==> src/hw/rtl/ledc_pkg.sv <==
// Shared types, constants and helpers for the addressable LED chain driver.
// Depends on nothing; every other RTL file of the block uses it by scoped names.
package ledc_pkg;

   localparam int MAX_LEDS = 256;
   localparam int LED_W    = 8;
   localparam int CNT_W    = 9;
   localparam int BYTE_W   = 8;
   localparam int ROW_W    = 3 * BYTE_W;
   localparam int CSR_AW   = 3;
   localparam int CSR_DW   = 20;

   // Command codes of the input transfer.
   localparam logic [2:0] CMD_TICK        = 3'd0;
   localparam logic [2:0] CMD_WRITE_COLOR = 3'd1;
   localparam logic [2:0] CMD_WRITE_PIXEL = 3'd2;
   localparam logic [2:0] CMD_CLEAR       = 3'd3;
   localparam logic [2:0] CMD_SHOW        = 3'd4;

   // Register indexes of the configuration port.
   localparam logic [CSR_AW-1:0] REG_LED_COUNT    = 3'd0;
   localparam logic [CSR_AW-1:0] REG_BIT_PERIOD   = 3'd1;
   localparam logic [CSR_AW-1:0] REG_ZERO_HIGH    = 3'd2;
   localparam logic [CSR_AW-1:0] REG_ONE_HIGH     = 3'd3;
   localparam logic [CSR_AW-1:0] REG_LATCH_CYCLES = 3'd4;

   // Byte slot that is not part of an LED.
   localparam logic [1:0] SLOT_NONE = 2'd3;

   typedef struct packed {
      logic [2:0]        command;
      logic [LED_W-1:0]  led_index;
      logic [1:0]        color_slot;
      logic [BYTE_W-1:0] value;
      logic [BYTE_W-1:0] red;
      logic [BYTE_W-1:0] green;
      logic [BYTE_W-1:0] blue;
   } req_type;

   typedef struct packed {
      logic line_level;
      logic write_error;
      logic busy_res;
   } rsp_type;

   typedef struct packed {
      logic [CNT_W-1:0] led_count;
      logic [15:0]      bit_period;
      logic [15:0]      zero_high;
      logic [15:0]      one_high;
      logic [19:0]      latch_cycles;
   } cfg_type;

   localparam cfg_type CFG_RESET = '{
      led_count:    9'd256,
      bit_period:   16'd125,
      zero_high:    16'd35,
      one_high:     16'd70,
      latch_cycles: 20'd8000
   };

   // Commands from the top level to the pulse engine.
   typedef struct packed {
      logic advance;
      logic set_dirty;
   } eng_ctl_type;

   // Status from the pulse engine to the top level.
   typedef struct packed {
      logic             line_level;
      logic             busy;
      logic             in_data;
      logic [LED_W-1:0] led_pos;
   } eng_stat_type;

   // Number of LEDs actually sent: the register value is limited to the store size.
   function automatic logic [CNT_W-1:0] chain_len(input logic [CNT_W-1:0] cnt);
      logic [CNT_W-1:0] lim;
      lim = CNT_W'(MAX_LEDS);
      return (cnt > lim) ? lim : cnt;
   endfunction

endpackage

==> src/hw/rtl/ledc_pulse_engine.sv <==
// Latch, idle and data phase machine with bit, byte, LED and tick counters.
// Depends on ledc_pkg; takes the current LED row from the top level.
module ledc_pulse_engine (
   input  logic                        clock,
   input  logic                        reset,
   input  ledc_pkg::cfg_type           cfg,
   input  ledc_pkg::eng_ctl_type       ctl,
   input  logic [ledc_pkg::ROW_W-1:0]  cur_row,
   output ledc_pkg::eng_stat_type      stat
);

   typedef enum logic [1:0] {
      PH_LATCH,
      PH_IDLE,
      PH_DATA
   } phase_type;

   phase_type                  phase_ff, phase_in;
   logic                       dirty_ff, dirty_in;
   logic [ledc_pkg::LED_W-1:0] led_pos_ff, led_pos_in;
   logic [1:0]                 slot_ff, slot_in;
   logic [2:0]                 bit_ff, bit_in;
   logic [15:0]                ticks_ff, ticks_in;
   logic [19:0]                latch_ff, latch_in;

   logic [ledc_pkg::CNT_W-1:0]  len;
   logic [19:0]                 latch_sum;
   logic [16:0]                 tick_sum;
   logic [ledc_pkg::CNT_W-1:0]  pos_sum;
   logic                        pos_out;
   logic [ledc_pkg::BYTE_W-1:0] cur_byte;
   logic [15:0]                 high_ticks;

   assign len       = ledc_pkg::chain_len(cfg.led_count);
   assign latch_sum = latch_ff + 20'd1;
   assign tick_sum  = {1'b0, ticks_ff} + 17'd1;
   assign pos_sum   = {1'b0, led_pos_ff} + ledc_pkg::CNT_W'(1);
   assign pos_out   = {1'b0, led_pos_ff} >= len;

   always_comb begin
      case (slot_ff)
         2'd0:    cur_byte = cur_row[7:0];
         2'd1:    cur_byte = cur_row[15:8];
         2'd2:    cur_byte = cur_row[23:16];
         default: cur_byte = '0;
      endcase
      high_ticks = cur_byte[bit_ff] ? cfg.one_high : cfg.zero_high;
   end

   always_comb begin
      phase_in   = phase_ff;
      dirty_in   = dirty_ff;
      led_pos_in = led_pos_ff;
      slot_in    = slot_ff;
      bit_in     = bit_ff;
      ticks_in   = ticks_ff;
      latch_in   = latch_ff;
      if (ctl.advance) begin
         case (phase_ff)
            PH_LATCH: begin
               latch_in = latch_sum;
               if (latch_sum >= cfg.latch_cycles) begin
                  led_pos_in = '0;
                  slot_in    = '0;
                  bit_in     = 3'd7;
                  ticks_in   = '0;
                  dirty_in   = 1'b0;
                  phase_in   = dirty_ff ? PH_DATA : PH_IDLE;
               end
            end
            PH_IDLE: begin
               if (dirty_ff) begin
                  dirty_in = 1'b0;
                  phase_in = PH_DATA;
               end
            end
            PH_DATA: begin
               if (pos_out) begin
                  phase_in   = PH_LATCH;
                  led_pos_in = '0;
                  slot_in    = '0;
                  bit_in     = 3'd7;
                  ticks_in   = '0;
                  latch_in   = '0;
               end else if (tick_sum < {1'b0, cfg.bit_period}) begin
                  ticks_in = tick_sum[15:0];
               end else begin
                  ticks_in = '0;
                  if (bit_ff != 3'd0) begin
                     bit_in = bit_ff - 3'd1;
                  end else begin
                     bit_in = 3'd7;
                     if (slot_ff != 2'd2) begin
                        slot_in = slot_ff + 2'd1;
                     end else begin
                        slot_in = '0;
                        if (pos_sum >= len) begin
                           // Last LED done: the latch follows.
                           phase_in   = PH_LATCH;
                           led_pos_in = '0;
                           latch_in   = '0;
                        end else begin
                           led_pos_in = pos_sum[ledc_pkg::LED_W-1:0];
                        end
                     end
                  end
               end
            end
            default: begin
               phase_in = PH_LATCH;
            end
         endcase
      end
      if (ctl.set_dirty) begin
         dirty_in = 1'b1;
      end
   end

   always_ff @(posedge clock) begin
      if (reset) begin
         phase_ff   <= PH_LATCH;
         dirty_ff   <= 1'b0;
         led_pos_ff <= '0;
         slot_ff    <= '0;
         bit_ff     <= 3'd7;
         ticks_ff   <= '0;
         latch_ff   <= '0;
      end else begin
         phase_ff   <= phase_in;
         dirty_ff   <= dirty_in;
         led_pos_ff <= led_pos_in;
         slot_ff    <= slot_in;
         bit_ff     <= bit_in;
         ticks_ff   <= ticks_in;
         latch_ff   <= latch_in;
      end
   end

   assign stat.in_data    = (phase_ff == PH_DATA);
   assign stat.busy       = (phase_ff == PH_LATCH) || (phase_ff == PH_DATA);
   assign stat.led_pos    = led_pos_ff;
   assign stat.line_level = (phase_ff == PH_DATA) && !pos_out && (ticks_ff < high_ticks);

endmodule

==> config.mk <==
export PLATFORM = sky130hd
export DESIGN_NAME = ledc_pulse_engine
export DESIGN_NICKNAME = d
export VERILOG_FILES = /design/src/hw/rtl/ledc_pkg.sv /design/src/hw/rtl/ledc_pulse_engine.sv
export SDC_FILE = /design/constraint.sdc
export NUM_CORES = 1
export LEC_CHECK = 0
export ABC_AREA = 1
export BUFFER_PORTS_ARGS = -buffer_cell sky130_fd_sc_hd__buf_4
export CAP_MARGIN = 20
export CORE_ASPECT_RATIO = 0.9
export CORE_UTILIZATION = 30
export CTS_BUF_LIST = sky130_fd_sc_hd__clkbuf_4
export CTS_CLUSTER_DIAMETER = 30
export CTS_CLUSTER_SIZE = 16
export DETAILED_ROUTE_END_ITERATION = 8
export PLACE_DENSITY = 0.53
export SYNTH_ARGS = -nofsm -noshare
export SYNTH_HDL_FRONTEND = slang
export SYNTH_SLANG_ARGS = --single-unit
==> constraint.sdc <==
create_clock -name clock -period 5.9 [get_ports clock]
set_input_delay 0.295 -clock clock [delete_from_list [all_inputs] [get_ports clock]]
set_output_delay 0.295 -clock clock [all_outputs]
set_load 0.05 [all_outputs]
# Word level (Yosys, flattened, before mapping)
# Index checks and enable logic that the tools add are counted.
word_totals:
  ff_bits: 52
  input_bits: 105
  output_inout_bits: 11
  wordCells: 94
op_classes:
  n_addsub: 5
  magnitude_cmp: 7
  n_eq_ne: 12
  n_mux: 46
  n_reduce_logical: 17
op_table:
  columns: ["cell", "n"]
  rows:
  - ["20-bit 2-to-1 mux", 5]
  - ["16-bit 2-to-1 mux", 4]
  - ["8-bit 2-to-1 mux", 6]
  - ["20-bit one-hot mux with 2 select lines", 1]
  - ["16-bit one-hot mux with 2 select lines", 1]
  - ["2-bit 2-to-1 mux", 13]
  - ["8-bit one-hot mux with 3 select lines", 1]
  - ["20-bit by 1-bit adder with 20-bit output, second input constant", 1]
  - ["20-bit greater-or-equal comparator", 1]
  - ["16-bit by 1-bit adder with 17-bit output, second input constant", 1]
  - ["17-bit by 16-bit < comparator with 1-bit output", 1]
  - ["16-bit < comparator", 1]
  - ["8-bit one-hot mux with 2 select lines", 1]
  - ["3-bit 2-to-1 mux", 4]
  - ["3-bit inequality test, second input constant", 4]
  - ["6-bit AND reduction", 2]
  - ["8-bit by 1-bit adder with 9-bit output, second input constant", 1]
  - ["8-bit by 9-bit greater-or-equal comparator with 1-bit output", 1]
  - ["9-bit greater-or-equal comparator", 1]
  - ["9-bit greater-than comparator, second input constant", 1]
  - ["9-bit 2-to-1 mux", 1]
  - ["7-bit AND reduction", 1]
  - ["2-bit inequality test, second input constant", 3]
  - ["2-bit one-hot mux with 3 select lines", 1]
  - ["20 further kinds", 30]

# Longest topological paths before layout
logic_depth:
  depth_word: 9
  mapped_depth: 27
  depth_no_buf: 26

# Worst setup path after synthesis
# No wires, ideal clock.
synth_path:
  kind: "reg-to-output"
  start: "reg slot_ff[0]"
  end: "out stat[10] (netlist name)"
  t_arrival_ns: 3.045
  t_required_ns: 5.605
  setup_slack_ns: 2.560
  stages_incl_launch_ff: 18
  path_buffers: 2
  path_cell_list: "dfxtp_1 -> buf_2 -> inv_2 -> nand3_1 -> nand2_1 -> inv_1 -> nand2_1 -> nand3_1 -> nand3_1 -> nand2_2 -> buf_2 -> mux2i_1 -> ha_1 -> a21oi_1 -> nor2_1 -> a211oi_1 -> o211ai_1 -> a21oi_1"
synth_lines:
  columns: ["element", "line", "rtl"]
  rows:
  - ["from (decl)", "ledc_pulse_engine.sv:21", "logic [1:0] slot_ff, slot_in;"]
  - ["from (signal assigned)", "ledc_pulse_engine.sv:132", "slot_ff <= slot_in;"]
  - ["to (decl)", "ledc_pulse_engine.sv:9", "output ledc_pkg::eng_stat_type stat"]

# Final worst setup path
layout_path:
  start: "reg latch_ff[0]"
  end: "reg ticks_ff[9]"
layout_between:
  elab_chain_cells: 4
layout_lines:
  columns: ["element", "line", "rtl"]
  rows:
  - ["from (decl)", "ledc_pulse_engine.sv:24", "logic [19:0] latch_ff, latch_in;"]
  - ["from (signal assigned)", "ledc_pulse_engine.sv:135", "latch_ff <= latch_in;"]
  - ["20-bit by 1-bit adder with 20-bit output", "ledc_pulse_engine.sv:35", "assign latch_sum = latch_ff + 20'd1;"]
  - ["20-bit greater-or-equal comparator", "ledc_pulse_engine.sv:62", "if (latch_sum >= cfg.latch_cycles) begin"]
  - ["2-bit inequality test (no line)", null, null]
  - ["3-bit AND reduction (no line)", null, null]
  - ["to (signal assigned)", "ledc_pulse_engine.sv:134", "ticks_ff <= ticks_in;"]
  - ["to (decl)", "ledc_pulse_engine.sv:23", "logic [15:0] ticks_ff, ticks_in;"]
# No other way between the ends.
# A chain may end at the register's enable or synchronous reset.

==> impl_metrics.yaml <==
critical_path:
  crit_top_cell: "nand2_1"
  path_delay_family: "simple AND/OR/NAND/NOR gates"
  crit_path_top_delay_cell: "inv_1"
  critPathCaptureType: "register"
  start_kind: "register"
  cp_data_required_time_ns: 6.21
  r2r-start: "latch_ff[0]"
  path_buf_inv: 4
  setup.worst_path.class: "reg -> reg"
  worstPathMaxFanout: 18
  crit_path_start: "latch_ff[0]"
  cp_data_arrival_time_ns: 4.51
  cpPeakStageDelay_ns: 0.57
sta:
  finClkSkew_ns: 0.0254
  max-slew-margin-rel_pct: 47.3
  slew_violations: 0
  hold_slack_ns: 0.137
  setup_viol: 0
  finalHoldViolCount: 0
  layout_min_cycle_time_ns: 4.19
  worst_pin_slew_ns: 0.790
  fin_crit_sh_pct: 71.1
  finalSetupTns_ns: 0
  rsz0062_at_grt: "false"
  clock.fmax_mhz: 239
grt:
  grt_pass1_vias: 4898
  grt_usage_pct: 15.1
  antenna_found_initial: 1
  grt_overflow: 0
  grt_pass1_wl_um: 22800
  grt_max_degree: 41
logic_synthesis:
  async_flop_share_pct: 0
  synth-seq-cells: 52
  yosysSeqAreaShare_pct: 19.5
  yosysTopAreaCellShare_pct: 19.5
  synth_compound_area_share_pct: 9.42
  synth_top_family_by_area: "simple AND/OR/NAND/NOR gates"
  synth_xor_area_share_pct: 6.38
  synth.cell_area_mm2: 0.00534
  synth_cells: 798
  syn_avg_cell_area_um2: 6.69
  synth_fa_ha_area_share_pct: 16.9
  synth_edf_count: 0
  yosys-top-cells-area: "dfxtp_1, ha_1, nand2_1"
  synthMuxAreaShare_pct: 2.81
  yosysTopAreaCell: "dfxtp_1"
  ys_types: 42
  syn_nets: 975
  synthSimpleGateAreaFrac_pct: 33.7
  synthFlopType: "dfxtp_1"
  yosysWarnings: 0
clock_tree:
  cts-resized-gates: 0
  htree_levels: 2
  tritoncts: "done"
  clk_pin_slew_ns: 0.16
  post-cts-setup-buffers: 0
  clockBufferDepth: 2
  cts_hold_buf: 0
  clock_latency_ns: 0.37
  clockRootBuffer: "clkbuf_4"
  cts_sinks: 52
  cts_buffers: 5
floorplan:
  dieArea_mm2: 0.0183
  rows: 45
  initial_core_util_pct: 31.2
  fp.dieH_um: 129
  core_mm2: 0.0171
  num_io_pins: 116
  die_x_um: 143
final_layout:
  final_nets: 1080
  multi_input_area_mm2: 0.00369
  synthToLayoutAreaGrowth_pct: 21.4
  final_cell_mix: "nand2_1, inv_1, buf_4"
  register_area_mm2: 0.00104
  design_area_mm2: 0.00648
  fillers: 1870
  drive_above_1_share_pct: 17.9
  fin_util_pct: 37.9
  final_common_cell: "nand2_1"
route:
  final_antenna_net_count: 0
  dr_total_vias: 5117
  first_iter_violations: 229
  totalWireLength_um: 13500
  wire_per_inst_um: 11.8
  vias_per_cell: 4.49
  dr.pass1.iters: 4
  drc: 0
power:
  p_leak_nw: 3.37
  total_power_mw: 1.14
  vdd_drop_max_mv: 0.0795
  cellPowerDensity_mw_per_mm2: 176
run:
  maxCapViolCount: 0
hold_path:
  holdCritStartpoint: "ctl[0]"
  hp-class: "in -> reg"
placement:
  placed_area_mm2: 0.00638
  port_buffers: 115
  dp_hpwl_um: 10800
  routabilityCongestion: 0.832
status:
  outcome: "complete, no violations"
==> kinds of logic after synthesis <==
| family | Yosys count |
|---|---|
| simple gates | 380 |
| buf+inv | 147 |
| compound gates | 94 |
| fa+ha+maj | 72 |
| flops | 52 |
| xor+xnor | 38 |
| mux | 15 |
==> cell type report <==
| cell class | count | area share (%) |
|---|---|---|
| Antenna cell | 1 | 0.0386 |
| Clock buffer | 5 | 0.579 |
| Clock inverter | 3 | 0.579 |
| Inverter | 129 | 7.53 |
| Multi-Input combinational cell | 599 | 56.9 |
| Sequential cell | 52 | 16.1 |
| Tap cell | 235 | 4.54 |
| Timing Repair Buffer | 116 | 13.7 |
==> worst reg2reg max path, stage by stage, from the launching register on <==
cell,delay (ns)
dfxtp_1,0.38
ha_1,0.20
nand2_1,0.06
nor2_1,0.16
inv_1,0.06
nor2_1,0.12
nand3_1,0.12
nor2_1,0.17
nand3_1,0.16
nor2_2,0.17
nand3_1,0.10
xor2_1,0.14
inv_1,0.07
ha_1,0.27
nand2_1,0.04
nor2_1,0.16
nand2_1,0.07
inv_1,0.07
nand3_1,0.07
nand4_1,0.16
nand2_1,0.07
nand2_1,0.08
nand2_1,0.40
inv_1,0.57
nand3_1,0.14
a21oi_1,0.14
==> synthesized netlist by cell type (all sizes together) (4+ instances only) <==
cell      n
a211oi    5
nand3    73
nor3     13
nand3b    8
o21ai    13
ha       72
mux2i    15
clkbuf    6
inv     128
xor2     32
a21oi    70
nand2   173
dfxtp    52
xnor2     6
o211ai    4
nor4      4
buf      12
nor2     87
nand4    18
==> per-stage QoR <==
step | setup slack (ns) | cells
6_report | 1.71 | 1140
5_1_grt | 1.02 | 1140
4_1_cts | 1.69 | 1138
3_5_place_dp | 1.72 | 1130
3_3_place_gp | 1.82 | 1130
2_1_floorplan | 2.56 | 798
==> registers in the layout (all words and copies together) (netlist names) <==
register    flops
latch_ff       20
ticks_ff       16
led_pos_ff      8
bit_ff          3
phase_ff        2
slot_ff         2
dirty_ff        1
==> power breakdown <==
part	switching (mW)	internal, mW
Sequential	0.0369	0.382
Combinational	0.304	0.215
Clock	0.113	0.0868
Total	0.454	0.684
==> per-layer routing <==
layer / vias up / track usage [%] / part of all wire [%]
li1: 2813 / - / -
met1: 2218 / 20.8 / 52
met2: 84 / 25.5 / 44
met3: 2 / 1.56 / 3.6
met4: 0 / 2.53 / 0.36
met5: - / 0 / 0
==> worst paths after layout <==
kind            endpoint  slack [ns]  cells after the start
max          ticks_ff[9]        1.71                     25
min             dirty_ff        0.14                      3
max reg2reg  ticks_ff[9]        1.71                     25
min reg2reg     dirty_ff        0.52                      2
(Power assumes the default switching activity.)
